--- src/hw/rtl/assert_macros.svh ---
// Assertion macros for the RTL files; only cfpc_back includes them.
`ifndef ASSERT_MACROS_SVH
`define ASSERT_MACROS_SVH
`ifndef ASSERT_OFF
// Same-cycle implication, off during reset.
`define ASSERT_IMP(lbl, clk, rst_n, ante, cons) \
    lbl: assert property (@(posedge clk) disable iff (!rst_n) (ante) |-> (cons)) \
        else $error("assertion failed");
// Next-cycle implication, off during reset.
`define ASSERT_NXT(lbl, clk, rst_n, ante, cons) \
    lbl: assert property (@(posedge clk) disable iff (!rst_n) (ante) |=> (cons)) \
        else $error("assertion failed");
`else
`define ASSERT_IMP(lbl, clk, rst_n, ante, cons)
`define ASSERT_NXT(lbl, clk, rst_n, ante, cons)
`endif
`endif

--- src/hw/rtl/cfpc_pkg.sv ---
// Types and constants of the command frame packetizer.
package cfpc_pkg;

    localparam int unsigned CFG_INDEX_W = 4;
    localparam int unsigned CFG_DATA_W  = 16;
    localparam int unsigned WORD_W      = 16;
    localparam int unsigned BYTE_W      = 8;
    localparam int unsigned CRC_W       = 16;

    localparam logic [CRC_W-1:0] CRC_POLY = 16'h8005;
    localparam logic [CRC_W-1:0] CRC_INIT = 16'h0000;

    localparam logic [CFG_INDEX_W-1:0] REG_REGISTER_ADDRESS = 4'd0;
    localparam logic [CFG_INDEX_W-1:0] REG_LENGTH_CODE      = 4'd1;
    localparam logic [CFG_INDEX_W-1:0] REG_CHIP_ADDRESS     = 4'd2;
    localparam logic [CFG_INDEX_W-1:0] REG_ENGINE_ADDRESS   = 4'd3;
    localparam logic [CFG_INDEX_W-1:0] REG_GENERAL_BITS     = 4'd4;
    localparam logic [CFG_INDEX_W-1:0] REG_WRITE_FLAG       = 4'd5;
    localparam logic [CFG_INDEX_W-1:0] REG_SEQUENCE_COUNT   = 4'd6;
    localparam logic [CFG_INDEX_W-1:0] REG_COMPLETION_FLAGS = 4'd7;

    localparam logic MODE_DATA  = 1'b0;
    localparam logic MODE_CLOSE = 1'b1;

    typedef struct packed {
        logic [7:0]  register_address;
        logic [7:0]  length_code;
        logic [7:0]  chip_address;
        logic [15:0] engine_address;
        logic [6:0]  general_bits;
        logic        write_flag;
        logic [7:0]  sequence_count;
        logic [1:0]  completion_flags;
    } cfg_t;

    // One queued request: what to send and whether the header goes first.
    typedef struct packed {
        logic              mode;
        logic              with_header;
        logic [WORD_W-1:0] data_word;
    } item_t;

endpackage

--- src/hw/rtl/cfpc_front.sv ---
// Front end: configuration registers, request intake and header tracking.
module cfpc_front (
    input  logic                                aclk,
    input  logic                                aresetn,
    input  logic                                cfg_valid,
    output logic                                cfg_ready,
    input  logic [cfpc_pkg::CFG_INDEX_W-1:0]    cfg_index,
    input  logic [cfpc_pkg::CFG_DATA_W-1:0]     cfg_data,
    input  logic                                s_valid,
    output logic                                s_ready,
    input  logic                                s_mode,
    input  logic [cfpc_pkg::WORD_W-1:0]         s_data_word,
    input  logic                                q_full,
    output logic                                q_push,
    output cfpc_pkg::item_t                     q_item,
    output cfpc_pkg::cfg_t                      cfg
);
    import cfpc_pkg::*;

    cfg_t cfg_reg, cfg_next;
    logic header_sent_reg, header_sent_next;
    logic accept;

    assign cfg_ready = 1'b1;
    assign s_ready   = !q_full;
    assign accept    = s_valid && s_ready;
    assign q_push    = accept;
    assign cfg       = cfg_reg;

    always_comb begin
        q_item.mode        = s_mode;
        q_item.with_header = !header_sent_reg;
        q_item.data_word   = s_data_word;
    end

    always_comb begin
        cfg_next = cfg_reg;
        if (cfg_valid && cfg_ready) begin
            unique case (cfg_index)
                REG_REGISTER_ADDRESS: cfg_next.register_address = cfg_data[7:0];
                REG_LENGTH_CODE:      cfg_next.length_code      = cfg_data[7:0];
                REG_CHIP_ADDRESS:     cfg_next.chip_address     = cfg_data[7:0];
                REG_ENGINE_ADDRESS:   cfg_next.engine_address   = cfg_data[15:0];
                REG_GENERAL_BITS:     cfg_next.general_bits     = cfg_data[6:0];
                REG_WRITE_FLAG:       cfg_next.write_flag       = cfg_data[0];
                REG_SEQUENCE_COUNT:   cfg_next.sequence_count   = cfg_data[7:0];
                REG_COMPLETION_FLAGS: cfg_next.completion_flags = cfg_data[1:0];
                default: ;
            endcase
        end
    end

    // A close ends the frame, so the next request starts a new header.
    always_comb begin
        header_sent_next = header_sent_reg;
        if (accept) begin
            header_sent_next = (s_mode == MODE_DATA);
        end
    end

    always_ff @(posedge aclk) begin
        if (!aresetn) begin
            cfg_reg         <= '0;
            header_sent_reg <= 1'b0;
        end else begin
            cfg_reg         <= cfg_next;
            header_sent_reg <= header_sent_next;
        end
    end

endmodule

--- src/hw/rtl/cfpc_queue.sv ---
// Small request queue between the front end and the byte sequencer.
module cfpc_queue #(
    parameter int unsigned DEPTH = 2
) (
    input  logic            aclk,
    input  logic            aresetn,
    input  logic            push,
    input  cfpc_pkg::item_t push_item,
    output logic            full,
    input  logic            pop,
    output logic            head_valid,
    output cfpc_pkg::item_t head_item
);
    import cfpc_pkg::*;

    localparam int unsigned AW = (DEPTH > 1) ? $clog2(DEPTH) : 1;
    localparam int unsigned CW = $clog2(DEPTH + 1);

    item_t           mem_reg [DEPTH];
    logic [AW-1:0]   wr_ptr_reg, wr_ptr_next;
    logic [AW-1:0]   rd_ptr_reg, rd_ptr_next;
    logic [CW-1:0]   count_reg, count_next;

    assign full       = (count_reg == CW'(DEPTH));
    assign head_valid = (count_reg != '0);
    assign head_item  = mem_reg[rd_ptr_reg];

    always_comb begin
        wr_ptr_next = wr_ptr_reg;
        rd_ptr_next = rd_ptr_reg;
        count_next  = count_reg;
        if (push) begin
            wr_ptr_next = (wr_ptr_reg == AW'(DEPTH - 1)) ? '0 : wr_ptr_reg + 1'b1;
        end
        if (pop) begin
            rd_ptr_next = (rd_ptr_reg == AW'(DEPTH - 1)) ? '0 : rd_ptr_reg + 1'b1;
        end
        unique if (push && !pop) begin
            count_next = count_reg + 1'b1;
        end else if (pop && !push) begin
            count_next = count_reg - 1'b1;
        end else begin
            count_next = count_reg;
        end
    end

    always_ff @(posedge aclk) begin
        if (push) begin
            mem_reg[wr_ptr_reg] <= push_item;
        end
    end

    always_ff @(posedge aclk) begin
        if (!aresetn) begin
            wr_ptr_reg <= '0;
            rd_ptr_reg <= '0;
            count_reg  <= '0;
        end else begin
            wr_ptr_reg <= wr_ptr_next;
            rd_ptr_reg <= rd_ptr_next;
            count_reg  <= count_next;
        end
    end

endmodule

--- src/hw/rtl/cfpc_back.sv ---
// Back end: byte sequencer, running CRC and output register.
`include "assert_macros.svh"

module cfpc_back (
    input  logic                            aclk,
    input  logic                            aresetn,
    input  cfpc_pkg::cfg_t                  cfg,
    input  logic                            q_valid,
    input  cfpc_pkg::item_t                 q_head,
    output logic                            q_pop,
    output logic                            m_valid,
    input  logic                            m_ready,
    output logic [cfpc_pkg::BYTE_W-1:0]     m_frame_byte,
    output logic                            m_last_of_run,
    output logic                            m_frame_end
);
    import cfpc_pkg::*;

    typedef enum logic [11:0] {
        ST_REG_ADDR   = 12'b0000_0000_0001,
        ST_LEN_CODE   = 12'b0000_0000_0010,
        ST_CHIP_ADDR  = 12'b0000_0000_0100,
        ST_ENG_HI     = 12'b0000_0000_1000,
        ST_ENG_LO     = 12'b0000_0001_0000,
        ST_WORD_HI    = 12'b0000_0010_0000,
        ST_WORD_LO    = 12'b0000_0100_0000,
        ST_FOOT_CMD   = 12'b0000_1000_0000,
        ST_FOOT_COUNT = 12'b0001_0000_0000,
        ST_FOOT_FLAGS = 12'b0010_0000_0000,
        ST_CRC_HI     = 12'b0100_0000_0000,
        ST_CRC_LO     = 12'b1000_0000_0000
    } step_t;

    function automatic logic [CRC_W-1:0] crc_feed(logic [CRC_W-1:0] crc,
                                                  logic [BYTE_W-1:0] b);
        logic [CRC_W-1:0] c;
        c = crc ^ {b, 8'h00};
        for (int i = 0; i < 8; i++) begin
            c = c[15] ? ({c[14:0], 1'b0} ^ CRC_POLY) : {c[14:0], 1'b0};
        end
        return c;
    endfunction

    step_t              step_reg, step_next, cur_step, after_step;
    logic               busy_reg, busy_next;
    logic [CRC_W-1:0]   crc_reg, crc_next;
    logic [BYTE_W-1:0]  crc_lo_reg, crc_lo_next;
    logic               m_valid_reg, m_valid_next;
    logic [BYTE_W-1:0]  m_byte_reg, m_byte_next;
    logic               m_last_reg, m_last_next;
    logic               m_end_reg, m_end_next;
    logic               out_free, emit, is_last;
    logic [BYTE_W-1:0]  cur_byte;
    logic [BYTE_W-1:0]  payload_first;

    assign out_free = !m_valid_reg || m_ready;
    assign emit     = q_valid && out_free;
    assign q_pop    = emit && is_last;

    assign payload_first = '0;

    // A fresh request starts with the header or goes straight to its body.
    always_comb begin
        if (busy_reg) begin
            cur_step = step_reg;
        end else if (q_head.with_header) begin
            cur_step = ST_REG_ADDR;
        end else if (q_head.mode == MODE_CLOSE) begin
            cur_step = ST_FOOT_CMD;
        end else begin
            cur_step = ST_WORD_HI;
        end
    end

    always_comb begin
        cur_byte   = payload_first;
        after_step = ST_REG_ADDR;
        unique case (cur_step)
            ST_REG_ADDR: begin
                cur_byte   = cfg.register_address;
                after_step = ST_LEN_CODE;
            end
            ST_LEN_CODE: begin
                cur_byte   = cfg.length_code;
                after_step = ST_CHIP_ADDR;
            end
            ST_CHIP_ADDR: begin
                cur_byte   = cfg.chip_address;
                after_step = ST_ENG_HI;
            end
            ST_ENG_HI: begin
                cur_byte   = cfg.engine_address[15:8];
                after_step = ST_ENG_LO;
            end
            ST_ENG_LO: begin
                cur_byte   = cfg.engine_address[7:0];
                after_step = (q_head.mode == MODE_CLOSE) ? ST_FOOT_CMD : ST_WORD_HI;
            end
            ST_WORD_HI: begin
                cur_byte   = q_head.data_word[15:8];
                after_step = ST_WORD_LO;
            end
            ST_WORD_LO: begin
                cur_byte   = q_head.data_word[7:0];
                after_step = ST_REG_ADDR;
            end
            ST_FOOT_CMD: begin
                cur_byte   = {cfg.general_bits, cfg.write_flag};
                after_step = ST_FOOT_COUNT;
            end
            ST_FOOT_COUNT: begin
                cur_byte   = cfg.sequence_count;
                after_step = ST_FOOT_FLAGS;
            end
            ST_FOOT_FLAGS: begin
                cur_byte   = {6'b0, cfg.completion_flags};
                after_step = ST_CRC_HI;
            end
            ST_CRC_HI: begin
                cur_byte   = crc_reg[15:8];
                after_step = ST_CRC_LO;
            end
            ST_CRC_LO: begin
                cur_byte   = crc_lo_reg;
                after_step = ST_REG_ADDR;
            end
            default: begin
                cur_byte   = payload_first;
                after_step = ST_REG_ADDR;
            end
        endcase
    end

    assign is_last = (cur_step == ST_WORD_LO) || (cur_step == ST_CRC_LO);

    always_comb begin
        step_next    = step_reg;
        busy_next    = busy_reg;
        crc_next     = crc_reg;
        crc_lo_next  = crc_lo_reg;
        m_valid_next = m_valid_reg;
        m_byte_next  = m_byte_reg;
        m_last_next  = m_last_reg;
        m_end_next   = m_end_reg;
        if (out_free) begin
            m_valid_next = 1'b0;
        end
        if (emit) begin
            m_valid_next = 1'b1;
            m_byte_next  = cur_byte;
            m_last_next  = is_last;
            m_end_next   = (cur_step == ST_CRC_LO);
            busy_next    = !is_last;
            step_next    = after_step;
            crc_next     = crc_feed(crc_reg, cur_byte);
            if (cur_step == ST_CRC_HI) begin
                // low byte must be the pre-feed value
                crc_lo_next = crc_reg[7:0];
            end
            if (cur_step == ST_CRC_LO) begin
                crc_next = CRC_INIT;
            end
        end
    end

    always_ff @(posedge aclk) begin
        m_byte_reg <= m_byte_next;
        m_last_reg <= m_last_next;
        m_end_reg  <= m_end_next;
        crc_lo_reg <= crc_lo_next;
    end

    always_ff @(posedge aclk) begin
        if (!aresetn) begin
            step_reg    <= ST_REG_ADDR;
            busy_reg    <= 1'b0;
            crc_reg     <= CRC_INIT;
            m_valid_reg <= 1'b0;
        end else begin
            step_reg    <= step_next;
            busy_reg    <= busy_next;
            crc_reg     <= crc_next;
            m_valid_reg <= m_valid_next;
        end
    end

    assign m_valid       = m_valid_reg;
    assign m_frame_byte  = m_byte_reg;
    assign m_last_of_run = m_last_reg;
    assign m_frame_end   = m_end_reg;

    `ASSERT_IMP(a_end_is_last, aclk, aresetn, m_valid_reg && m_end_reg, m_last_reg)
    `ASSERT_IMP(a_busy_has_item, aclk, aresetn, busy_reg, q_valid)
    `ASSERT_IMP(a_pop_on_last, aclk, aresetn, q_pop, emit && is_last)
    `ASSERT_NXT(a_crc_cleared, aclk, aresetn, emit && (cur_step == ST_CRC_LO), crc_reg == CRC_INIT)

endmodule

--- src/hw/rtl/command_frame_packetizer_crc16.sv ---
// Top level of the command frame packetizer with CRC-16.
//
//  channel | ports                               | direction | moves
//  --------+-------------------------------------+-----------+----------------------
//  cfg     | cfg_valid/ready, cfg_index/data     | in        | register write
//  s       | s_valid/ready, s_mode, s_data_word  | in        | data or close request
//  m       | m_valid/ready, m_frame_byte, flags  | out       | one frame byte
//
// One byte leaves per cycle unless m stalls or the queue is empty. A data request
// sends its word high byte first, a close the footer and the CRC; the header goes
// first when it carries one. Bytes pass the queue and then the output register.
// Synchronous active-low reset clears the queue, header flag, CRC and registers.
// A stalled m channel holds its byte; the queue keeps taking requests until full.
module command_frame_packetizer_crc16 #(
    parameter int unsigned QUEUE_DEPTH = 2
) (
    input  logic                                aclk,
    input  logic                                aresetn,
    input  logic                                cfg_valid,
    output logic                                cfg_ready,
    input  logic [cfpc_pkg::CFG_INDEX_W-1:0]    cfg_index,
    input  logic [cfpc_pkg::CFG_DATA_W-1:0]     cfg_data,
    input  logic                                s_valid,
    output logic                                s_ready,
    input  logic                                s_mode,
    input  logic [cfpc_pkg::WORD_W-1:0]         s_data_word,
    output logic                                m_valid,
    input  logic                                m_ready,
    output logic [cfpc_pkg::BYTE_W-1:0]         m_frame_byte,
    output logic                                m_last_of_run,
    output logic                                m_frame_end
);
    import cfpc_pkg::*;

    cfg_t  cfg;
    item_t push_item;
    item_t head_item;
    logic  q_push;
    logic  q_full;
    logic  q_pop;
    logic  q_valid;

    cfpc_front u_front (
        .aclk        (aclk),
        .aresetn     (aresetn),
        .cfg_valid   (cfg_valid),
        .cfg_ready   (cfg_ready),
        .cfg_index   (cfg_index),
        .cfg_data    (cfg_data),
        .s_valid     (s_valid),
        .s_ready     (s_ready),
        .s_mode      (s_mode),
        .s_data_word (s_data_word),
        .q_full      (q_full),
        .q_push      (q_push),
        .q_item      (push_item),
        .cfg         (cfg)
    );

    cfpc_queue #(
        .DEPTH (QUEUE_DEPTH)
    ) u_queue (
        .aclk       (aclk),
        .aresetn    (aresetn),
        .push       (q_push),
        .push_item  (push_item),
        .full       (q_full),
        .pop        (q_pop),
        .head_valid (q_valid),
        .head_item  (head_item)
    );

    cfpc_back u_back (
        .aclk          (aclk),
        .aresetn       (aresetn),
        .cfg           (cfg),
        .q_valid       (q_valid),
        .q_head        (head_item),
        .q_pop         (q_pop),
        .m_valid       (m_valid),
        .m_ready       (m_ready),
        .m_frame_byte  (m_frame_byte),
        .m_last_of_run (m_last_of_run),
        .m_frame_end   (m_frame_end)
    );

endmodule
--- config.mk ---
export PLATFORM = sky130hd
export DESIGN_NAME = command_frame_packetizer_crc16
export DESIGN_NICKNAME = d
export VERILOG_FILES = /design/src/hw/rtl/cfpc_pkg.sv /design/src/hw/rtl/cfpc_front.sv /design/src/hw/rtl/cfpc_queue.sv /design/src/hw/rtl/cfpc_back.sv /design/src/hw/rtl/command_frame_packetizer_crc16.sv
export VERILOG_INCLUDE_DIRS = /design/src /design/src/hw/rtl
export SDC_FILE = /design/constraint.sdc
export NUM_CORES = 1
export LEC_CHECK = 0
export BUFFER_PORTS_ARGS = -buffer_cell sky130_fd_sc_hd__buf_2
export CAP_MARGIN = 20
export CORE_MARGIN = 2
export CORE_UTILIZATION = 60
export DETAILED_ROUTE_END_ITERATION = 12
export PLACE_DENSITY = 0.77
export SYNTH_ARGS = -nofsm -noshare
export SYNTH_HDL_FRONTEND = slang
export SYNTH_SLANG_ARGS = --single-unit
export TNS_END_PERCENT = 30
--- constraint.sdc ---
create_clock -name aclk -period 3.5 [get_ports aclk]
set_input_delay 0.175 -clock aclk [delete_from_list [all_inputs] [get_ports aclk]]
set_output_delay 0.175 -clock aclk [all_outputs]
set_load 0.01 [all_outputs]
## After elaboration in Yosys (flattened, before gate mapping)

Memories as Yosys holds them, arrays and structs flattened. A register that Yosys moved wholly into a read port is not among the register bits.
Cells that the tools add are included.

| operators by class | value |
|---|---|
| $add $sub $neg | 4 |
| equal/unequal tests | 20 |
| mux-type cells | 24 |
| bitwise logic cells | 10 |
| reductions and logical operators | 26 |

Operators with widths:

| kind | number |
|---|---|
| 2-to-1 mux 16 bit | 9 |
| case mux 12 bit (10 select lines) | 1 |
| case mux 8 bit (12 select lines) | 1 |
| 2-to-1 mux 12 bit | 2 |
| NOT 3 bit | 8 |
| AND reduction 2 bit | 9 |
| == test 4 x 3 -> 1 bit (second input constant) | 4 |
| XOR 16 bit | 1 |
| == test 12 x 1 -> 1 bit (second input constant) | 1 |
| == test 12 x 10 -> 1 bit (second input constant) | 1 |
| == test 12 x 11 -> 1 bit (second input constant) | 1 |
| == test 12 bit (second input constant) | 1 |
| == test 12 x 2 -> 1 bit (second input constant) | 1 |
| == test 12 x 3 -> 1 bit (second input constant) | 1 |
| == test 12 x 4 -> 1 bit (second input constant) | 1 |
| == test 12 x 5 -> 1 bit (second input constant) | 1 |
| == test 12 x 6 -> 1 bit (second input constant) | 1 |
| == test 12 x 7 -> 1 bit (second input constant) | 1 |
| == test 12 x 8 -> 1 bit (second input constant) | 1 |
| == test 12 x 9 -> 1 bit (second input constant) | 1 |
| == test 4 x 2 -> 1 bit (second input constant) | 2 |
| 2-to-1 mux 1 bit | 8 |
| 2-to-1 mux 8 bit | 1 |
| logical NOT 1 bit | 6 |
| other kinds (11) | 20 |

| storage, ports and cells | value |
|---|---|
| bits in registers | 111 |
| memory bits (writable) | 36 |
| bits of input ports | 42 |
| output and inout port bits | 13 |
| memories | 1 |

Memories:

| memory | depth | width | read ports | clocked after memory_dff | wr ports | line | source |
|---|---|---|---|---|---|---|---|
| u_queue.mem_reg | 2 | 18 | 1 | 1 | 1 | cfpc_queue.sv:19 | `item_t mem_reg [DEPTH];` |

## Depth between registers and ports, before layout

| depth | value |
|---|---|
| depth in word-level cells | 23 |
| depth in mapped cells | 12 |

## Hierarchy

From an unflattened synthesis, not the netlist that was laid out.

| second synthesis, totals | value |
|---|---|
| cells, all modules | 695 |
| area total of the unflattened synthesis | 7158.1 µm² |

By module, submodules not included:

| module | times used | cells each | area each (µm²) | sequential area each (µm²) |
|---|---|---|---|---|
| cfpc_back | 1 | 376 | 3270.6 | 1141.1 |
| cfpc_front | 1 | 241 | 2366.0 | 1181.1 |
| cfpc_queue | 1 | 78 | 1521.5 | 1181.1 |

## Worst setup path before layout

No wires, ideal clock.

| timing | value |
|---|---|
| path type | register to register |
| start point | reg with a tool-made name |
| end point | reg u_back.crc_reg[0] |
| arrival | 2.935 ns |
| path slack | 0.447 ns |
| stages on the path, launching flop included | 11 |
| cell sequence | dfxtp_1 -> buf_6 -> buf_2 -> mux2_2 -> a221o_2 -> o31a_1 -> o211a_1 -> or4_4 -> and4_1 -> o21ai_1 -> a21boi_1 |

RTL lines:

| item | line | source |
|---|---|---|
| to (signal assigned) | cfpc_back.sv:182 | `crc_reg <= crc_next;` |
| to (decl) | cfpc_back.sv:46 | `logic [CRC_W-1:0] crc_reg, crc_next;` |

## Worst setup path in the final report

| timing | value |
|---|---|
| start point | reg u_back.step_reg[3] |
| end point | reg u_back.crc_reg[15] |

| on the way | value |
|---|---|
| longest elaborated chain between the ends | 14 |

RTL lines:

| item | line | source |
|---|---|---|
| from (decl) | cfpc_back.sv:44 | `step_t step_reg, step_next, cur_step, after_step;` |
| from (signal assigned) | cfpc_back.sv:180 | `step_reg <= step_next;` |
| 2-to-1 mux 12 bit (*) | cfpc_back.sv:64 | `if (busy_reg) begin` |
| == test 12 bit, or another cell as far along | cfpc_back.sv:78, cfpc_back.sv:160 |  |
| case mux 8 bit (12 select lines) | cfpc_back.sv:78 | `unique case (cur_step)` |
| XOR 16 bit | cfpc_back.sv:37 | `c = crc ^ {b, 8'h00};` |
| 2-to-1 mux 16 bit / NOT 3 bit (equally long branches) (6 in a row) | - |  |
| NOT 3 bit (no line) / 2-to-1 mux 16 bit (equally long branches) | - |  |
| 2-to-1 mux 16 bit (2 in a row) | cfpc_back.sv:39 | `c = c[15] ? ({c[14:0], 1'b0} ^ CRC_POLY) : {c[14:0], 1'b0};` |
| 2-to-1 mux 16 bit (*) | cfpc_back.sv:160 | `if (cur_step == ST_CRC_LO) begin` |

Mark *: on every way between the ends. The rest lies on a longest branch, timed or not.
A chain may end at the register's enable or synchronous reset.

==> flow_summary_export.csv <==
group,metric,value,unit
synthesis,ys_warn_count,0,
sta,max_freq,296,MHz
critical_path,critPathTopFamily,"compound AO/OA/AOI/OAI gates",
placed_design,pre_cts_ws,92.5,ps
global_routing,grt_pass1_wl,31.3,mm
critical_path,cpPeakStageDelay,510,ps
synthesis,ys_seq_elements,148,
floorplanning,initial_core_util,0.619,
clock_tree,clock_latency,430,ps
global_routing,antenna_found_initial,0,
synthesis,synth_top_area_share,0.265,
sta,setup_viol,0,
critical_path,criticalPathCategory,"flip-flop to flip-flop",
critical_path,cpMaxStageDelayCell,"dfxtp_1",
synthesis,synth_area,0.00709,mm2
synthesis,yosysMostFrequentCell,"dfxtp_1",
pwr,p_sw,1.24,mW
synthesis,yosys-top-cells-count,"dfxtp_1 (94), nand2_1 (63), nor2b_1 (61), edfxtp_1 (54), mux2i_1 (53)",
synthesis,ys_seq_area_frac,0.494,
critical_path,crit_path_cell_trace,"nor2b_1, a22oi_1, o2bb2ai_1, a2111o_1, or3_1, a211oi_2, nor2_1, xnor3_2, xnor2_1, o21ai_1",
placed_design,io_buffers,53,
clock_tree,cts.path.max_buffers,2,
synthesis,synthFlopType,"dfxtp_1",
pwr,leakage,3.21,nW
global_routing,grt_pass1_vias,5663,
clock_tree,path_clk_slew,70,ps
layout,multi_input_area,0.00342,mm2
critical_path,worst-path-buf-inv,0,
synthesis,synth_edf_count,54,
pwr,cellInternalPower,3.32,mW
drt,vias_per_cell,6.29,
layout,largest_reg_flops,58,
floorplanning,num_rows,39,
synthesis,synthDistinctLibCells,75,
pwr,power_density,542,mW/mm2
drt,detail-route-antenna-nets,0,
floorplanning,core-area,0.0115,mm2
pwr,switching_share,0.272,
sta,final-hold-violation-count,0,
pwr,ir_drop,0.612,mV
drt,wl_per_cell,21.9,um
run,max-cap-violations,0,
placed_design,hpwl,14.2,mm
sta,finalCriticalPeriod,3380,ps
floorplanning,die_area,0.0127,mm2
floorplanning,fp.dieW,113,um
floorplanning,die_y,113,um
placed_design,gp_congestion,0.933,
clock_tree,clock_sinks,148,
sta,slew_headroom,0.413,
critical_path,critPathLaunchType,"flip-flop",
clock_tree,numCtsBuffers,17,
critical_path,critPathRequiredTime,3810,ps
pwr,combPwrFrac,0.172,
global_routing,grt_overflow,0,
sta,tightest_slew,877,ps
synthesis,synth_top_area_cell,"dfxtp_1",
drt,drtPass1Iterations,5,
synthesis,syn_avg_cell_area,10.5,um2
sta,drv_slew,0,
global_routing,grt_max_degree,51,
sta,setup_ws,122,ps
clock_tree,cts_tree,"done",
global_routing,track_usage,0.331,
critical_path,cp.arrival,3690,ps
synthesis,synth_cells,678,
critical_path,cp_max_fo,9,
layout,nFillCells,824,
floorplanning,ios,55,
synthesis,synth.area.top_cells,"dfxtp_1 (27%), edfxtp_1 (23%), mux2i_1 (7.5%)",
hold_path,min_path_type,"primary input to flip-flop",
synthesis,synthesis.nets,721,
drt,first_iter_violations,731,
sta,period_share,0.965,
pwr,p_seq_frac,0.440,
drt,drcViolationCount,0,
drt,vias,5767,
layout,final_net_count,804,
layout,n_antenna_cell,0,
layout,drive_gt1_frac,0.196,
pwr,report.power.total,4.56,mW
layout,ff_latch_area,0.00351,mm2
synthesis,async_flop_share,0,
run_status,status,"finished, final reports clean",
clock_tree,cts_root_buf,"clkbuf_16",
sta,fin_skew,9.41,ps
layout,syn_to_final_growth,18.6,%
clock_tree,htree_levels,4,
pwr,p_clk_frac,0.388,
drt,wl,20.1,mm
critical_path,end_kind,"flip-flop",
## worst register-to-register path, stage by stage, from the launching register on
cell       delay (ps)
dfxtp_1           510
nor2b_1           250
a22oi_1           320
o2bb2ai_1         190
a2111o_1          400
or3_1             390
a211oi_2          350
nor2_1            140
xnor3_2           400
xnor2_1           220
o21ai_1            90
## logic make-up (layout without fill, tap and decap cells)
group                      Yosys count  after routing  synth area share
adders and majority gates            1              1           0.00176
AOI/OAI and AO/OA                  141            141             0.154
DFF                                148            148             0.494
muxes                               58             58            0.0827
xor gates and xnor gates            13             13            0.0182
and+or+nand+nor                    269            269             0.221
buffers and inverters               47            143            0.0284
other                                1              1          0.000529
## cells in the final DEF (no fill, tap or decap), types with 13 or more instances in the layout
cell / synthesis / routed
a22oi_1: 20 / 20
buf_2: 5 / 53
clkbuf_16: 0 / 17
edfxtp_1: 54 / 54
nor2b_1: 61 / 60
buf_4: 1 / 28
dfxtp_1: 94 / 92
and2_1: 16 / 16
nand2_1: 63 / 63
a21boi_0: 30 / 30
o21ai_0: 14 / 14
dlygate4sd3_1: 0 / 21
nor2_1: 23 / 23
mux2i_1: 53 / 53
nand3_1: 22 / 22
o2bb2ai_1: 13 / 13
## path summary, 6_finish.rpt
kind	from	end	slack (ps)	cells after the start
max	u_back.step_reg[3]	u_back.crc_reg[15]	120	10
min	cfg_data[13]	u_front.cfg[31]	10	3
max reg2reg	u_back.step_reg[3]	u_back.crc_reg[15]	120	10
min reg2reg	u_back.crc_reg[4]	u_back.crc_lo_reg[4]	460	0
## per-stage QoR
stage	hold slack, ps	TNS, ps	cells	cell area [um2]	util
final	11.1	0	917	8420	0.734
after global placement	362	0	864	7600	0.662
after global routing	0.133	-26.6	917	8420	0.734
after CTS	2.77	0	917	8400	0.732
after detailed placement	366	0	864	7600	0.662
after floorplan	274	0	678	7090	-
## final cells by class
class	count	share of cell area
Sequential cell	148	0.417
Multi-Input combinational cell	483	0.406
Timing Repair Buffer	103	0.0839
Clock buffer	20	0.0531
Tap cell	143	0.0213
Clock inverter	12	0.0152
Inverter	8	0.00357
## power by group through the flow
| stage | logic (mW) | clock network, mW | registers [mW] |
|---|---|---|---|
| 2_1_floorplan | 0.510 | 0 | 2.01 |
| 3_3_place_gp | 0.722 | 0 | 2.03 |
| 3_5_place_dp | 0.737 | 0 | 2.04 |
| 4_1_cts | 0.767 | 1.78 | 2.00 |
| 5_1_grt | 0.849 | 1.87 | 2.02 |
| 6_report | 0.784 | 1.77 | 2.01 |
## routing by layer
layer / GRT usage / wire (um)
met1: 0.423 / 8280
met2: 0.549 / 9810
met3: 0.0819 / 1410
met4: 0.123 / 575
met5: 0 / 0
## timing repair
item                                   4_1_cts  5_1_grt
buffers inserted                             0        0
setup endpoints to repair                    1        3
resized for setup                            2        6
endpoints found under the hold margin       38        0
hold buffers                                21        0
Power figures use the tool's default switching activity.
